===== config.mk =====
export PLATFORM = sky130hd
export DESIGN_NAME = sample_rate_deviation_monitor_unit_flat
export DESIGN_NICKNAME = d
export VERILOG_FILES = /design/src/srdm_pkg.sv /design/src/srdm_if.sv /design/src/srdm_div.sv /design/src/sample_rate_deviation_monitor_unit.sv /design/src/flat_wrapper.sv
export SDC_FILE = /design/constraint.sdc
export NUM_CORES = 2
export LEC_CHECK = 0
export BUFFER_PORTS_ARGS = -buffer_cell sky130_fd_sc_hd__buf_2
export CORE_AREA = 2 2 327 393
export CTS_CLUSTER_SIZE = 14
export DETAILED_ROUTE_END_ITERATION = 8
export DIE_AREA = 0 0 329 395
export PLACE_DENSITY = 0.66
export SYNTH_ARGS = -nofsm -noshare
export SYNTH_HDL_FRONTEND = slang
export SYNTH_SLANG_ARGS = --single-unit

===== constraint.sdc =====
create_clock -name clock -period 11 [get_ports clock]
set_input_delay 1.1 -clock clock [delete_from_list [all_inputs] [get_ports clock]]
set_output_delay 1.1 -clock clock [all_outputs]
set_load 0.1 [all_outputs]

===== src/srdm_pkg.sv =====
// ----------------------------------------------------------------------------
// srdm_pkg: shared types and constants of the sample rate deviation monitor
// Register indexes, field widths, timing constants, the control state type
// and the handshake between the controller and the bit-serial divider.
// ----------------------------------------------------------------------------
package srdm_pkg;

   // configuration registers
   localparam int CSR_INDEX_WIDTH = 1;
   localparam int CSR_DATA_WIDTH  = 26;
   localparam logic [CSR_INDEX_WIDTH-1:0] CSR_TARGET   = 1'b0;
   localparam logic [CSR_INDEX_WIDTH-1:0] CSR_INTERVAL = 1'b1;

   localparam int TARGET_WIDTH   = 20;
   localparam int INTERVAL_WIDTH = 26;
   localparam logic [TARGET_WIDTH-1:0]   TARGET_RESET   = 20'd48000;
   localparam logic [INTERVAL_WIDTH-1:0] INTERVAL_RESET = 26'd1000000;

   // window length: short settings fall back to one second
   localparam logic [INTERVAL_WIDTH-1:0] MIN_INTERVAL_US     = 26'd100000;
   localparam logic [INTERVAL_WIDTH-1:0] DEFAULT_INTERVAL_US = 26'd1000000;
   localparam int LIMIT_NS_WIDTH = 36;
   localparam logic [LIMIT_NS_WIDTH-1:0] NS_PER_US = 36'd1000;

   // frames * 1e9 always fits in 62 bits
   localparam int PRODUCT_WIDTH = 62;
   localparam logic [PRODUCT_WIDTH-1:0] NS_PER_SEC = 62'd1000000000;

   localparam int RATE_WIDTH  = 32;
   localparam int COUNT_WIDTH = 8;
   localparam logic [COUNT_WIDTH-1:0] PERSIST_LIMIT = 8'd4;
   localparam logic [COUNT_WIDTH-1:0] COUNT_MAX     = 8'd255;

   localparam logic REQ_REPORT  = 1'b0;
   localparam logic REQ_RESTART = 1'b1;

   typedef enum logic [2:0] {
      ST_IDLE,
      ST_SETUP,
      ST_CHECK,
      ST_START,
      ST_DIVIDE,
      ST_BAND,
      ST_REPLY
   } ctrl_state_type;

   typedef struct packed {
      logic start;
   } div_ctrl_type;

   typedef struct packed {
      logic done;
      logic saturated;
   } div_status_type;

endpackage


===== src/srdm_if.sv =====
// ----------------------------------------------------------------------------
// srdm_if: request and response channels of the sample rate deviation monitor
// Valid/ready channels carrying one request word and one response word.
// ----------------------------------------------------------------------------
interface srdm_req_if;
   logic        valid;
   logic        ready;
   logic        req_type;
   logic [15:0] frames;
   logic [63:0] timestamp_ns;

   modport source (output valid, output req_type, output frames, output timestamp_ns,
                   input ready);
   modport sink   (input valid, input req_type, input frames, input timestamp_ns,
                   output ready);
endinterface

interface srdm_rsp_if;
   logic        valid;
   logic        ready;
   logic        window_closed;
   logic [31:0] measured_rate_hz;
   logic        out_of_band;
   logic        persistent_alarm;
   logic [7:0]  drift_run;
   logic [31:0] reported_rate_hz;

   modport source (output valid, output window_closed, output measured_rate_hz,
                   output out_of_band, output persistent_alarm, output drift_run,
                   output reported_rate_hz, input ready);
   modport sink   (input valid, input window_closed, input measured_rate_hz,
                   input out_of_band, input persistent_alarm, input drift_run,
                   input reported_rate_hz, output ready);
endinterface


===== src/srdm_div.sv =====
// ----------------------------------------------------------------------------
// srdm_div: bit-serial restoring divider
// One quotient bit per cycle; quotients above 32 bits are flagged saturated.
// ----------------------------------------------------------------------------
module srdm_div (
   input  logic                                  clock,
   input  logic                                  reset,
   input  srdm_pkg::div_ctrl_type                div_ctrl,
   input  logic [srdm_pkg::PRODUCT_WIDTH-1:0]    dividend,
   input  logic [63:0]                           divisor,
   output srdm_pkg::div_status_type              div_stat,
   output logic [srdm_pkg::RATE_WIDTH-1:0]       quotient
);

   localparam int PW = srdm_pkg::PRODUCT_WIDTH;
   localparam int RW = srdm_pkg::RATE_WIDTH;
   localparam int CW = $clog2(PW);

   logic          busy_ff, busy_in;
   logic          done_ff, done_in;
   logic [CW-1:0] count_ff, count_in;
   logic [63:0]   rem_ff, rem_in;
   logic [63:0]   dsr_ff, dsr_in;
   logic [PW-1:0] dvd_ff, dvd_in;
   logic [RW-1:0] quo_ff, quo_in;
   logic          sat_ff, sat_in;

   logic [64:0] trial;
   logic [64:0] diff;
   logic        fits;

   assign trial = {rem_ff, dvd_ff[PW-1]};
   assign diff  = trial - {1'b0, dsr_ff};
   assign fits  = trial >= {1'b0, dsr_ff};

   always_comb begin
      busy_in  = busy_ff;
      done_in  = 1'b0;
      count_in = count_ff;
      rem_in   = rem_ff;
      dsr_in   = dsr_ff;
      dvd_in   = dvd_ff;
      quo_in   = quo_ff;
      sat_in   = sat_ff;
      if (div_ctrl.start) begin
         busy_in  = 1'b1;
         count_in = CW'(PW - 1);
         rem_in   = '0;
         dsr_in   = divisor;
         dvd_in   = dividend;
         quo_in   = '0;
         sat_in   = 1'b0;
      end else if (busy_ff) begin
         // shift in one dividend bit, subtract where it fits
         rem_in = fits ? diff[63:0] : trial[63:0];
         dvd_in = {dvd_ff[PW-2:0], 1'b0};
         quo_in = {quo_ff[RW-2:0], fits};
         sat_in = sat_ff | quo_ff[RW-1];
         if (count_ff == '0) begin
            busy_in = 1'b0;
            done_in = 1'b1;
         end else begin
            count_in = count_ff - 1'b1;
         end
      end
   end

   always_ff @(posedge clock) begin
      if (reset) begin
         busy_ff <= 1'b0;
         done_ff <= 1'b0;
      end else begin
         busy_ff <= busy_in;
         done_ff <= done_in;
      end
      count_ff <= count_in;
      rem_ff   <= rem_in;
      dsr_ff   <= dsr_in;
      dvd_ff   <= dvd_in;
      quo_ff   <= quo_in;
      sat_ff   <= sat_in;
   end

   assign div_stat.done      = done_ff;
   assign div_stat.saturated = sat_ff;
   assign quotient           = quo_ff;

endmodule


===== src/sample_rate_deviation_monitor_unit.sv =====
// ----------------------------------------------------------------------------
// sample_rate_deviation_monitor_unit: audio sample rate watchdog
// Measures frames per second over timed windows and flags persistent drift.
// ----------------------------------------------------------------------------
// Each request word is either a frame report (frames since the last report,
// stamped with a nanosecond time) or a restart. Reports add frames into a
// saturating 32-bit sum; the first report opens a window. When the time since
// the window opened reaches the configured interval, the rate is worked out as
// floor(frames * 1e9 / elapsed_ns), saturated to 32 bits, and tested against
// a band of target/1.04 to target*1.04; consecutive out-of-band windows are
// counted and PERSIST_LIMIT (four by default) or more raise the alarm. Every
// request gives exactly one response word. One request is handled at a time:
// a report that closes a window passes through setup, check, start, the
// 62-step bit-serial divider, the band test and reply; a report that leaves
// the window open goes through setup, check and reply, and a restart through
// setup and reply. The next request is taken the cycle after the response
// word is loaded. A finished response waits in the output register, so the
// next request is taken while it waits; only a second response stalls
// behind it.
// Write the CSRs only while the block is idle.
// ----------------------------------------------------------------------------
module sample_rate_deviation_monitor_unit #(
   parameter logic [srdm_pkg::COUNT_WIDTH-1:0] PERSIST_LIMIT = srdm_pkg::PERSIST_LIMIT
) (
   input  logic                                    clock,
   input  logic                                    reset,
   srdm_req_if.sink                                req_if,
   srdm_rsp_if.source                              rsp_if,
   input  logic                                    csr_we,
   input  logic [srdm_pkg::CSR_INDEX_WIDTH-1:0]    csr_index,
   input  logic [srdm_pkg::CSR_DATA_WIDTH-1:0]     csr_wdata
);

   localparam int TW = srdm_pkg::TARGET_WIDTH;
   localparam int IW = srdm_pkg::INTERVAL_WIDTH;
   localparam int LW = srdm_pkg::LIMIT_NS_WIDTH;
   localparam int PW = srdm_pkg::PRODUCT_WIDTH;
   localparam int RW = srdm_pkg::RATE_WIDTH;
   localparam int NW = srdm_pkg::COUNT_WIDTH;

   srdm_pkg::ctrl_state_type state_ff, state_in;

   // configuration
   logic [TW-1:0] target_ff, target_in;
   logic [IW-1:0] interval_ff, interval_in;

   // monitor state
   logic [31:0]   acc_ff, acc_in;
   logic [63:0]   start_ff, start_in;
   logic          open_ff, open_in;
   logic [NW-1:0] dev_ff, dev_in;
   logic [RW-1:0] last_rate_ff, last_rate_in;

   // held request word and working values
   logic          kind_ff, kind_in;
   logic [15:0]   frames_ff, frames_in;
   logic [63:0]   stamp_ff, stamp_in;
   logic [63:0]   elapsed_ff, elapsed_in;
   logic [LW-1:0] limit_ns_ff, limit_ns_in;
   logic [PW-1:0] product_ff, product_in;
   logic          res_closed_ff, res_closed_in;
   logic [RW-1:0] res_rate_ff, res_rate_in;
   logic          res_oob_ff, res_oob_in;

   // response register
   logic          rsp_valid_ff, rsp_valid_in;
   logic          rsp_closed_ff, rsp_closed_in;
   logic [RW-1:0] rsp_rate_ff, rsp_rate_in;
   logic          rsp_oob_ff, rsp_oob_in;
   logic          rsp_alarm_ff, rsp_alarm_in;
   logic [NW-1:0] rsp_count_ff, rsp_count_in;
   logic [RW-1:0] rsp_shown_ff, rsp_shown_in;

   srdm_pkg::div_ctrl_type   div_ctrl;
   srdm_pkg::div_status_type div_stat;
   logic [RW-1:0]            div_quotient;

   logic [32:0]   sum;
   logic [IW-1:0] interval_eff;
   logic [RW-1:0] rate;
   logic [39:0]   rate_x104, rate_x100, tgt_x100, tgt_x104;
   logic          band_low, band_high;

   srdm_div u_div (
      .clock    (clock),
      .reset    (reset),
      .div_ctrl (div_ctrl),
      .dividend (product_ff),
      .divisor  (elapsed_ff),
      .div_stat (div_stat),
      .quotient (div_quotient)
   );

   assign sum          = {1'b0, acc_ff} + {17'b0, frames_ff};
   assign interval_eff = (interval_ff > srdm_pkg::MIN_INTERVAL_US)
                         ? interval_ff : srdm_pkg::DEFAULT_INTERVAL_US;

   // clamp quotients that overflow 32 bits
   assign rate      = div_stat.saturated ? '1 : div_quotient;
   assign rate_x104 = {8'b0, rate} * 40'd104;
   assign rate_x100 = {8'b0, rate} * 40'd100;
   assign tgt_x100  = {20'b0, target_ff} * 40'd100;
   assign tgt_x104  = {20'b0, target_ff} * 40'd104;
   assign band_low  = rate_x104 < tgt_x100;
   assign band_high = rate_x100 > tgt_x104;

   always_comb begin
      state_in      = state_ff;
      target_in     = target_ff;
      interval_in   = interval_ff;
      acc_in        = acc_ff;
      start_in      = start_ff;
      open_in       = open_ff;
      dev_in        = dev_ff;
      last_rate_in  = last_rate_ff;
      kind_in       = kind_ff;
      frames_in     = frames_ff;
      stamp_in      = stamp_ff;
      elapsed_in    = elapsed_ff;
      limit_ns_in   = limit_ns_ff;
      product_in    = product_ff;
      res_closed_in = res_closed_ff;
      res_rate_in   = res_rate_ff;
      res_oob_in    = res_oob_ff;
      rsp_valid_in  = rsp_valid_ff;
      rsp_closed_in = rsp_closed_ff;
      rsp_rate_in   = rsp_rate_ff;
      rsp_oob_in    = rsp_oob_ff;
      rsp_alarm_in  = rsp_alarm_ff;
      rsp_count_in  = rsp_count_ff;
      rsp_shown_in  = rsp_shown_ff;
      req_if.ready  = 1'b0;
      div_ctrl      = '0;

      if (csr_we && csr_index == srdm_pkg::CSR_TARGET) begin
         target_in = csr_wdata[TW-1:0];
      end
      if (csr_we && csr_index == srdm_pkg::CSR_INTERVAL) begin
         interval_in = csr_wdata[IW-1:0];
      end

      // drop the response word once taken
      if (rsp_valid_ff && rsp_if.ready) begin
         rsp_valid_in = 1'b0;
      end

      case (state_ff)
         srdm_pkg::ST_IDLE: begin
            req_if.ready = 1'b1;
            if (req_if.valid) begin
               kind_in  = req_if.req_type;
               frames_in = req_if.frames;
               stamp_in = req_if.timestamp_ns;
               state_in = srdm_pkg::ST_SETUP;
            end
         end
         srdm_pkg::ST_SETUP: begin
            limit_ns_in   = {{(LW-IW){1'b0}}, interval_eff} * srdm_pkg::NS_PER_US;
            res_closed_in = 1'b0;
            res_rate_in   = '0;
            res_oob_in    = 1'b0;
            if (kind_ff == srdm_pkg::REQ_RESTART) begin
               // restart: clear frames and count, reopen the window here
               acc_in   = '0;
               dev_in   = '0;
               start_in = stamp_ff;
               open_in  = 1'b1;
               state_in = srdm_pkg::ST_REPLY;
            end else begin
               acc_in = sum[32] ? '1 : sum[31:0];
               if (!open_ff) begin
                  start_in   = stamp_ff;
                  open_in    = 1'b1;
                  elapsed_in = '0;
               end else begin
                  elapsed_in = stamp_ff - start_ff;
               end
               state_in = srdm_pkg::ST_CHECK;
            end
         end
         srdm_pkg::ST_CHECK: begin
            // close the window once a non-zero elapsed time reaches the interval
            if (elapsed_ff != '0 && elapsed_ff >= {{(64-LW){1'b0}}, limit_ns_ff}) begin
               product_in = {{(PW-32){1'b0}}, acc_ff} * srdm_pkg::NS_PER_SEC;
               state_in   = srdm_pkg::ST_START;
            end else begin
               state_in = srdm_pkg::ST_REPLY;
            end
         end
         srdm_pkg::ST_START: begin
            div_ctrl.start = 1'b1;
            state_in       = srdm_pkg::ST_DIVIDE;
         end
         srdm_pkg::ST_DIVIDE: begin
            if (div_stat.done) begin
               state_in = srdm_pkg::ST_BAND;
            end
         end
         srdm_pkg::ST_BAND: begin
            last_rate_in  = rate;
            acc_in        = '0;
            start_in      = stamp_ff;
            res_closed_in = 1'b1;
            res_rate_in   = rate;
            res_oob_in    = band_low | band_high;
            if (band_low | band_high) begin
               if (dev_ff != srdm_pkg::COUNT_MAX) begin
                  dev_in = dev_ff + 1'b1;
               end
            end else begin
               dev_in = '0;
            end
            state_in = srdm_pkg::ST_REPLY;
         end
         srdm_pkg::ST_REPLY: begin
            // hold until the output register is free
            if (!rsp_valid_ff || rsp_if.ready) begin
               rsp_valid_in  = 1'b1;
               rsp_closed_in = res_closed_ff;
               rsp_rate_in   = res_rate_ff;
               rsp_oob_in    = res_oob_ff;
               rsp_alarm_in  = res_closed_ff && (dev_ff >= PERSIST_LIMIT);
               rsp_count_in  = dev_ff;
               rsp_shown_in  = (last_rate_ff != '0) ? last_rate_ff
                               : {{(RW-TW){1'b0}}, target_ff};
               state_in      = srdm_pkg::ST_IDLE;
            end
         end
         default: begin
            state_in = srdm_pkg::ST_IDLE;
         end
      endcase
   end

   always_ff @(posedge clock) begin
      if (reset) begin
         state_ff     <= srdm_pkg::ST_IDLE;
         target_ff    <= srdm_pkg::TARGET_RESET;
         interval_ff  <= srdm_pkg::INTERVAL_RESET;
         acc_ff       <= '0;
         start_ff     <= '0;
         open_ff      <= 1'b0;
         dev_ff       <= '0;
         last_rate_ff <= '0;
         rsp_valid_ff <= 1'b0;
      end else begin
         state_ff     <= state_in;
         target_ff    <= target_in;
         interval_ff  <= interval_in;
         acc_ff       <= acc_in;
         start_ff     <= start_in;
         open_ff      <= open_in;
         dev_ff       <= dev_in;
         last_rate_ff <= last_rate_in;
         rsp_valid_ff <= rsp_valid_in;
      end
      kind_ff       <= kind_in;
      frames_ff     <= frames_in;
      stamp_ff      <= stamp_in;
      elapsed_ff    <= elapsed_in;
      limit_ns_ff   <= limit_ns_in;
      product_ff    <= product_in;
      res_closed_ff <= res_closed_in;
      res_rate_ff   <= res_rate_in;
      res_oob_ff    <= res_oob_in;
      rsp_closed_ff <= rsp_closed_in;
      rsp_rate_ff   <= rsp_rate_in;
      rsp_oob_ff    <= rsp_oob_in;
      rsp_alarm_ff  <= rsp_alarm_in;
      rsp_count_ff  <= rsp_count_in;
      rsp_shown_ff  <= rsp_shown_in;
   end

   assign rsp_if.valid            = rsp_valid_ff;
   assign rsp_if.window_closed    = rsp_closed_ff;
   assign rsp_if.measured_rate_hz = rsp_rate_ff;
   assign rsp_if.out_of_band      = rsp_oob_ff;
   assign rsp_if.persistent_alarm = rsp_alarm_ff;
   assign rsp_if.drift_run        = rsp_count_ff;
   assign rsp_if.reported_rate_hz = rsp_shown_ff;

endmodule


===== src/flat_wrapper.sv =====
// flat-port wrapper written by rule: the top's interface ports become plain ports
module sample_rate_deviation_monitor_unit_flat 
#(
   parameter logic [srdm_pkg::COUNT_WIDTH-1:0] PERSIST_LIMIT = srdm_pkg::PERSIST_LIMIT
)
  (clock, reset, csr_we, csr_index, csr_wdata, req_if_valid, req_if_req_type, req_if_frames, req_if_timestamp_ns, req_if_ready, rsp_if_valid, rsp_if_window_closed, rsp_if_measured_rate_hz, rsp_if_out_of_band, rsp_if_persistent_alarm, rsp_if_drift_run, rsp_if_reported_rate_hz, rsp_if_ready);
  srdm_req_if req_if_i ();
  srdm_rsp_if rsp_if_i ();
  input  logic clock;
  input  logic reset;
  input  logic csr_we;
  input  logic [srdm_pkg::CSR_INDEX_WIDTH-1:0] csr_index;
  input  logic [srdm_pkg::CSR_DATA_WIDTH-1:0] csr_wdata;
  input wire logic [$bits(req_if_i.valid)-1:0] req_if_valid;
  input wire logic [$bits(req_if_i.req_type)-1:0] req_if_req_type;
  input wire logic [$bits(req_if_i.frames)-1:0] req_if_frames;
  input wire logic [$bits(req_if_i.timestamp_ns)-1:0] req_if_timestamp_ns;
  output wire logic [$bits(req_if_i.ready)-1:0] req_if_ready;
  output wire logic [$bits(rsp_if_i.valid)-1:0] rsp_if_valid;
  output wire logic [$bits(rsp_if_i.window_closed)-1:0] rsp_if_window_closed;
  output wire logic [$bits(rsp_if_i.measured_rate_hz)-1:0] rsp_if_measured_rate_hz;
  output wire logic [$bits(rsp_if_i.out_of_band)-1:0] rsp_if_out_of_band;
  output wire logic [$bits(rsp_if_i.persistent_alarm)-1:0] rsp_if_persistent_alarm;
  output wire logic [$bits(rsp_if_i.drift_run)-1:0] rsp_if_drift_run;
  output wire logic [$bits(rsp_if_i.reported_rate_hz)-1:0] rsp_if_reported_rate_hz;
  input wire logic [$bits(rsp_if_i.ready)-1:0] rsp_if_ready;
  assign req_if_i.valid = req_if_valid;
  assign req_if_i.req_type = req_if_req_type;
  assign req_if_i.frames = req_if_frames;
  assign req_if_i.timestamp_ns = req_if_timestamp_ns;
  assign req_if_ready = req_if_i.ready;
  assign rsp_if_valid = rsp_if_i.valid;
  assign rsp_if_window_closed = rsp_if_i.window_closed;
  assign rsp_if_measured_rate_hz = rsp_if_i.measured_rate_hz;
  assign rsp_if_out_of_band = rsp_if_i.out_of_band;
  assign rsp_if_persistent_alarm = rsp_if_i.persistent_alarm;
  assign rsp_if_drift_run = rsp_if_i.drift_run;
  assign rsp_if_reported_rate_hz = rsp_if_i.reported_rate_hz;
  assign rsp_if_i.ready = rsp_if_ready;
  sample_rate_deviation_monitor_unit #(.PERSIST_LIMIT(PERSIST_LIMIT)) u_core (.clock(clock), .reset(reset), .req_if(req_if_i), .rsp_if(rsp_if_i), .csr_we(csr_we), .csr_index(csr_index), .csr_wdata(csr_wdata));
endmodule

Yosys cells after proc, flatten, opt, wreduce, memory -nomap -nowiden

Cells that the tools add are included.
W data, S select, Z words.

Multiplexer cells: 34
Bitwise operators: 6
Reductions and logical operators: 22
$mul: 6
Eq/ne operators: 13
$lt $le $gt $ge: 6
$add $sub $neg: 5

Operators with widths:

| operator                 | count |
|---|---|
| $mux W64                 | 3 |
| $pmux W32 S2             | 2 |
| $pmux W64 S2             | 1 |
| $sub A64 B64 Y64         | 2 |
| $mux W62                 | 2 |
| $mux W32                 | 3 |
| $ge A65 B64 Y1           | 1 |
| $ge A64 B36 Y1           | 1 |
| $reduce_bool A64 Y1      | 1 |
| $mul A32 B21 Y53 const B | 1 |
| $gt A39 B27 Y1           | 1 |
| $lt A39 B27 Y1           | 1 |
| $mul A32 B5 Y37 const B  | 1 |
| $mul A32 B4 Y36 const B  | 1 |
| $add A32 B16 Y33         | 1 |
| $mul A26 B7 Y33 const B  | 1 |
| $reduce_bool A32 Y1      | 1 |
| $gt A26 B17 Y1 const B   | 1 |
| $mux W26                 | 1 |
| $mul A20 B5 Y25 const B  | 1 |
| $mul A20 B4 Y24 const B  | 1 |
| $mux W8                  | 3 |
| $pmux W3 S7              | 1 |
| $mux W20                 | 1 |
| other kinds (25)         | 59 |

Input bits: 113
Output and inout port bits: 77
Register bits after elaboration: 757
Logic and storage cells: 126

Depth between registers and ports, before layout

Depth in word-level cells: 6
Depth in mapped cells: 34
Gate-level depth less buffers: 31

Modules after synthesis

A second synthesis with hierarchy kept.

Cells, all modules: 6579
Area, all modules: 63951.3 um^2

Modules (own cells, without submodules):

| module                             | times used | area each (um^2) | cells an instance | sequential area each (um^2) |
|---|---|---|---|---|
| sample_rate_deviation_monitor_unit | 1          | 50827.5          | 5234              | 13953.4 |
| srdm_div                           | 1          | 13123.8          | 1345              | 5885.6 |

Worst setup path after synthesis

OpenSTA, ideal clock, no wires.

Path type: register to register
From: register u_core.elapsed_ff[3]
To: register u_core.product_ff[10] (enable)
Data arrival time: 7.632 ns
Stages on the path, launching flop included: 13
Buffers on the path: 0
Slack: 2.753 ns
Period minus slack after synthesis: 8.247 ns
Library setup time: 0.614 ns
Data required time: 10.386 ns
Cell sequence: edfxtp_1 > inv_1 > ha_1 > or4b_2 > a21boi_0 > o21a_1 > o21a_1 > o21a_1 > o21a_1 > o2111ai_1 > a21oi_1 > o21ai_0 > nor4b_1

Longest elaborated chain between the ends: 3
Elaborated cells on any way between the ends: 4
Classes of those cells: order compare: 1; reduce/logical: 3

Ends and longest elaborated chain:

| what                                                  | RTL line                                  | RTL |
|---|---|---|
| from (decl)                                           | sample_rate_deviation_monitor_unit.sv:58  | `logic [63:0] elapsed_ff, elapsed_in;` |
| from (signal assigned)                                | sample_rate_deviation_monitor_unit.sv:260 | `elapsed_ff <= elapsed_in;` |
| $ge A64 B36 Y1 or $reduce_bool A64 Y1 (tied branches) | sample_rate_deviation_monitor_unit.sv:183 | `if (elapsed_ff != '0 && elapsed_ff >= {{(64-LW){1'b0}}, limit_ns_ff}) begin` |
| $logic_and A1 B1 Y1 *                                 | sample_rate_deviation_monitor_unit.sv:183 |  |
| $reduce_and A2 Y1 (no line) *                         | --                                        |  |
| to (signal assigned)                                  | sample_rate_deviation_monitor_unit.sv:262 | `product_ff <= product_in;` |
| to (decl)                                             | sample_rate_deviation_monitor_unit.sv:60  | `logic [PW-1:0] product_ff, product_in;` |

Every way passes the cells marked *; elsewhere a longest branch is shown, timed or not.
A chain may end at the register's enable or synchronous reset.

Worst setup path after layout

From: register u_core.acc_ff[8]
To: register u_core.product_ff[58], data pin

Longest elaborated chain between the ends: 1

Ends and longest elaborated chain:

| what                   | RTL line                                  | RTL |
|---|---|---|
| from (decl)            | sample_rate_deviation_monitor_unit.sv:48  | `logic [31:0] acc_ff, acc_in;` |
| from (signal assigned) | sample_rate_deviation_monitor_unit.sv:250 | `acc_ff <= acc_in;` |
| $mul A32 B21 Y53       | sample_rate_deviation_monitor_unit.sv:184 | `product_in = {{(PW-32){1'b0}}, acc_ff} * srdm_pkg::NS_PER_SEC;` |

No other way between the ends.

==> summary.md <==
| Metric | Value |
|---|---|
| Top cell type by total area after synthesis | edfxtp_1 |
| CP Capture Type | register |
| Fin. Hold Viols | 0 |
| CTS Hold Buffers Added | 0 |
| Port Buf Inserts | 189 |
| Share of the synthesized area in the top cell type | a little over a fifth |
| Worst R2R Path Depth | 24 |
| CP startpoint | u_core.acc_ff[8] |
| Max-cap violations | 0 |
| Final wirelength | ~160000 um |
| Pre-Repair DR Iteration Count | 6 |
| Die Ht | ~400 um |
| PD cells | 158.0 mW/mm2 |
| Clock root cell | clkbuf_16 |
| Number of synthesized flops with an enable pin | 457 |
| Synth Cell Area | 0.06260 mm2 |
| Number of global-route vias before repair | 47100 |
| DRC Markers | 0 |
| Die width | 329 um |
| H-tree levels | 3 |
| Worst R2R End | u_core.product_ff[58] |
| Worst reg2reg setup slack | 2970 ps |
| Pin count of the biggest net entering global routing | 116 |
| Postcts setup bufs | 0 |
| Clock latency at the later pin of the worst-skew pair | around 730 ps |
| Post-cts sizing count | 0 |
| Setup Viol. Count Final | 0 |
| Top_reg_cell synth | edfxtp_1 |
| Slew Viols, Final | 0 |
| LEAKAGE | between 30 and 40 nW |
| Met2 wire length | just under 80000 um |
| Share of post-route cells with drive strength above 1 | 6.216% |
| Worst-path clk slew | 60 ps |
| Worst Path Required | 11450 ps |
| Async SR Flop Fraction | 0% |
| Hold Path Class | reg2reg |
| Crit path max fanout | 9 |
| Layout Utilization | a little over half |
| Worst Setup EP | u_core.product_ff[58] |
| Vias per std cell | 5.529 |
| Placeable Area | 0.1261 mm2 |
| Synth Net Count | 7846 |
| Syn Inst Count | 6459 |
| Most common cell in the synthesized netlist | inv_1 |
| Startpoint class of the critical path | register |
| Grt total ovfl | 0 |
| List of most frequent post-synthesis cells | inv_1, ha_1, nand2_1, fa_1, a21oi_1 |
| Fin crit share | 72.98% |
| FF+latch count, synth | approximately 750 |
| Post-layout min period | 8028 ps |
| Metal-1 WL | between 60000 and 70000 um |
| RSZ-0062 raised after global routing | no |
| CTS tree | yes |
| Actual slew at the worst max-slew pin | 1229 ps |
| Layout area overhead | 8.818% |
| GRT Util Overall | around a quarter |
| Yosys Warn Count | 0 |
| Mean Syn Cell Area | a little under 10 um2 |
| CP Data Arrival Time | between 8000 and 9000 ps |
| GP Congestion | 0.9465 |
| Sum Neg Setup Slack | 0 ps |
| Vias | between 40000 and 50000 |
| Rel. slew slack | 17.58% |
| Max Freq | roughly 0.12 GHz |
| Top layer in use | met4 |
| Rows | 143 |
| Met3 WL | 7239 um |
| First-pass GRT wire length | 257400 um |
| Reg-to-Reg Start | u_core.acc_ff[8] |
| Clock tree buffer depth | 3 |
| Die footprint | 0.1300 mm2 |
| Final ANT Viol Nets | 0 |
| Wire per inst | between 15 and 20 um |
| DP HPWL | roughly 130000 um |
| Initial Util | 49.63% |
| Skew final | 42.33 ps |
| WS Path Type | reg2reg |
| Num CTS Buffers | 84 |
| CTS Sinks | 749 |
| Final Power | approximately 11 mW |
| Register area share after synthesis | a little under a third |
| Largest cells by area after synthesis | edfxtp_1, fa_1, ha_1, dfxtp_1, inv_1 |
| Count of cell types in the netlist | 91 |
| N_diodes | 0 |
| VDD IR-drop max | 0.1584 mV |
| Status | finished, final reports clean |
| Nets | a little under 8000 |
| IO Pins | 190 |
| Starting DRT DRC Count | 2809 |
| Initial antenna violation count | 3 |
cells in the final DEF, fill, tap and decap left out, types with 15 or more instances in the layout:
master and count:
nor2b_1 48, nor3_1 73, a211oi_1 75, nand4_1 63
a21o_1 217, a21oi_1 481, nand3b_1 18, o21ai_0 236
o21a_1 46, nor4_1 36, inv_1 1003, dfxtp_1 291
nand2b_1 56, o21bai_1 53, and2_1 28, a21boi_0 15
xnor2_1 182, ha_1 782, buf_2 188, xor2_1 102
and3_1 45, mux2i_1 72, nand3_1 79, buf_4 28
nor2_1 395, a31oi_1 37, or3_1 17, o211ai_1 32
clkbuf_1 18, nand2_1 594, fa_1 492, edfxtp_1 457
clkbuf_16 86, a211o_1 15
kinds of logic after synthesis:
| family | synth area share [%] |
|---|---|
| AND/OR/NAND/NOR | 10.97 |
| AO/OA/AOI/OAI | 13.97 |
| multiplexers | 1.241 |
| flip-flops | 31.26 |
| adder cells (fa/ha/maj) | 31.36 |
| buffers and inverters | 7.217 |
| XOR/XNOR | 3.973 |
metal layers:
metal / vias to the layer above / track usage (%)
met4: 0 / 9.100
met3: 267 / 3.164
met2: 999 / 43.97
met1: 22420 / 31.49
met5: - / 0
li1: 22260 / -
registers in the layout, summed over array words and instances, names as in the netlist, 32 cells and up:
register and count:
u_core.u_div.dsr_ff 64, u_core.rsp_if.measured_rate_hz 32, u_core.last_rate_ff 32, u_core.stamp_ff 64
u_core.acc_ff 32, u_core.start_ff 64, u_core.u_div.rem_ff 64, u_core.u_div.quotient 32
u_core.rsp_if.reported_rate_hz 32, u_core.u_div.dvd_ff 53, u_core.res_rate_ff 32, u_core.elapsed_ff 64
u_core.product_ff 53, u_core.limit_ns_ff 33
report_power, final:
part           total, mW  switching, mW  internal [mW]
Sequential          3.55          0.209           3.34
Clock               2.97           1.29           1.69
Combinational       4.23           2.50           1.74
Total               10.8           3.99           6.77
worst max-delay path, cell delays in order (launching register included):
cell and delay (ps):
dfxtp_1 530, inv_1 190, fa_1 590, fa_1 450, fa_1 510, fa_1 520
fa_1 550, inv_1 60, fa_1 530, inv_1 60, fa_1 500, inv_1 40
ha_1 370, a21oi_1 270, o221ai_1 200, a221o_1 380, a21oi_1 150, o21ai_0 90
a31oi_1 430, o211ai_1 220, a41oi_1 420, o21ai_0 240, a21o_1 220, a21oi_1 180
xnor2_1 90
cell type report:
| cell class | instances | area [um2] |
|---|---|---|
| fill | 11260 | 58020 |
| multi-input combinational | 4511 | 38570 |
| sequential | 749 | 19570 |
| inverter | 1009 | 3794 |
| clock buffer | 108 | 2275 |
| tap | 1667 | 2086 |
| timing repair buffer | 217 | 1162 |
| clock inverter | 50 | 664.4 |
worst min path at each step:
stage                      startpoint                                  to  slack (ps)  depth (start not counted)
2_1_floorplan   u_core.res_rate_ff[0]   u_core.rsp_if.measured_rate_hz[0]         400                          0
3_3_place_gp    u_core.res_rate_ff[9]   u_core.rsp_if.measured_rate_hz[9]         400                          0
3_5_place_dp   u_core.res_rate_ff[16]  u_core.rsp_if.measured_rate_hz[16]         410                          0
4_1_cts        u_core.res_rate_ff[16]  u_core.rsp_if.measured_rate_hz[16]         420                          0
5_1_grt        u_core.res_rate_ff[19]  u_core.rsp_if.measured_rate_hz[19]         420                          0
6_report       u_core.res_rate_ff[16]  u_core.rsp_if.measured_rate_hz[16]         420                          0
per-stage QoR:
stage / instances / setup WS (ps) / hold slack (ps) / cell area, um2
floorplan: 6459 / 2753 / 400.3 / 62600
global placement: 8153 / 3151 / 401.6 / 65180
detailed placement: 8153 / 2902 / 406.1 / 65180
CTS: 8311 / 2958 / 419.1 / 68120
global route: 8311 / 2510 / 421.7 / 68120
finish: 8311 / 2972 / 420.1 / 68120
No activity file was read; power rests on OpenSTA's default activity.
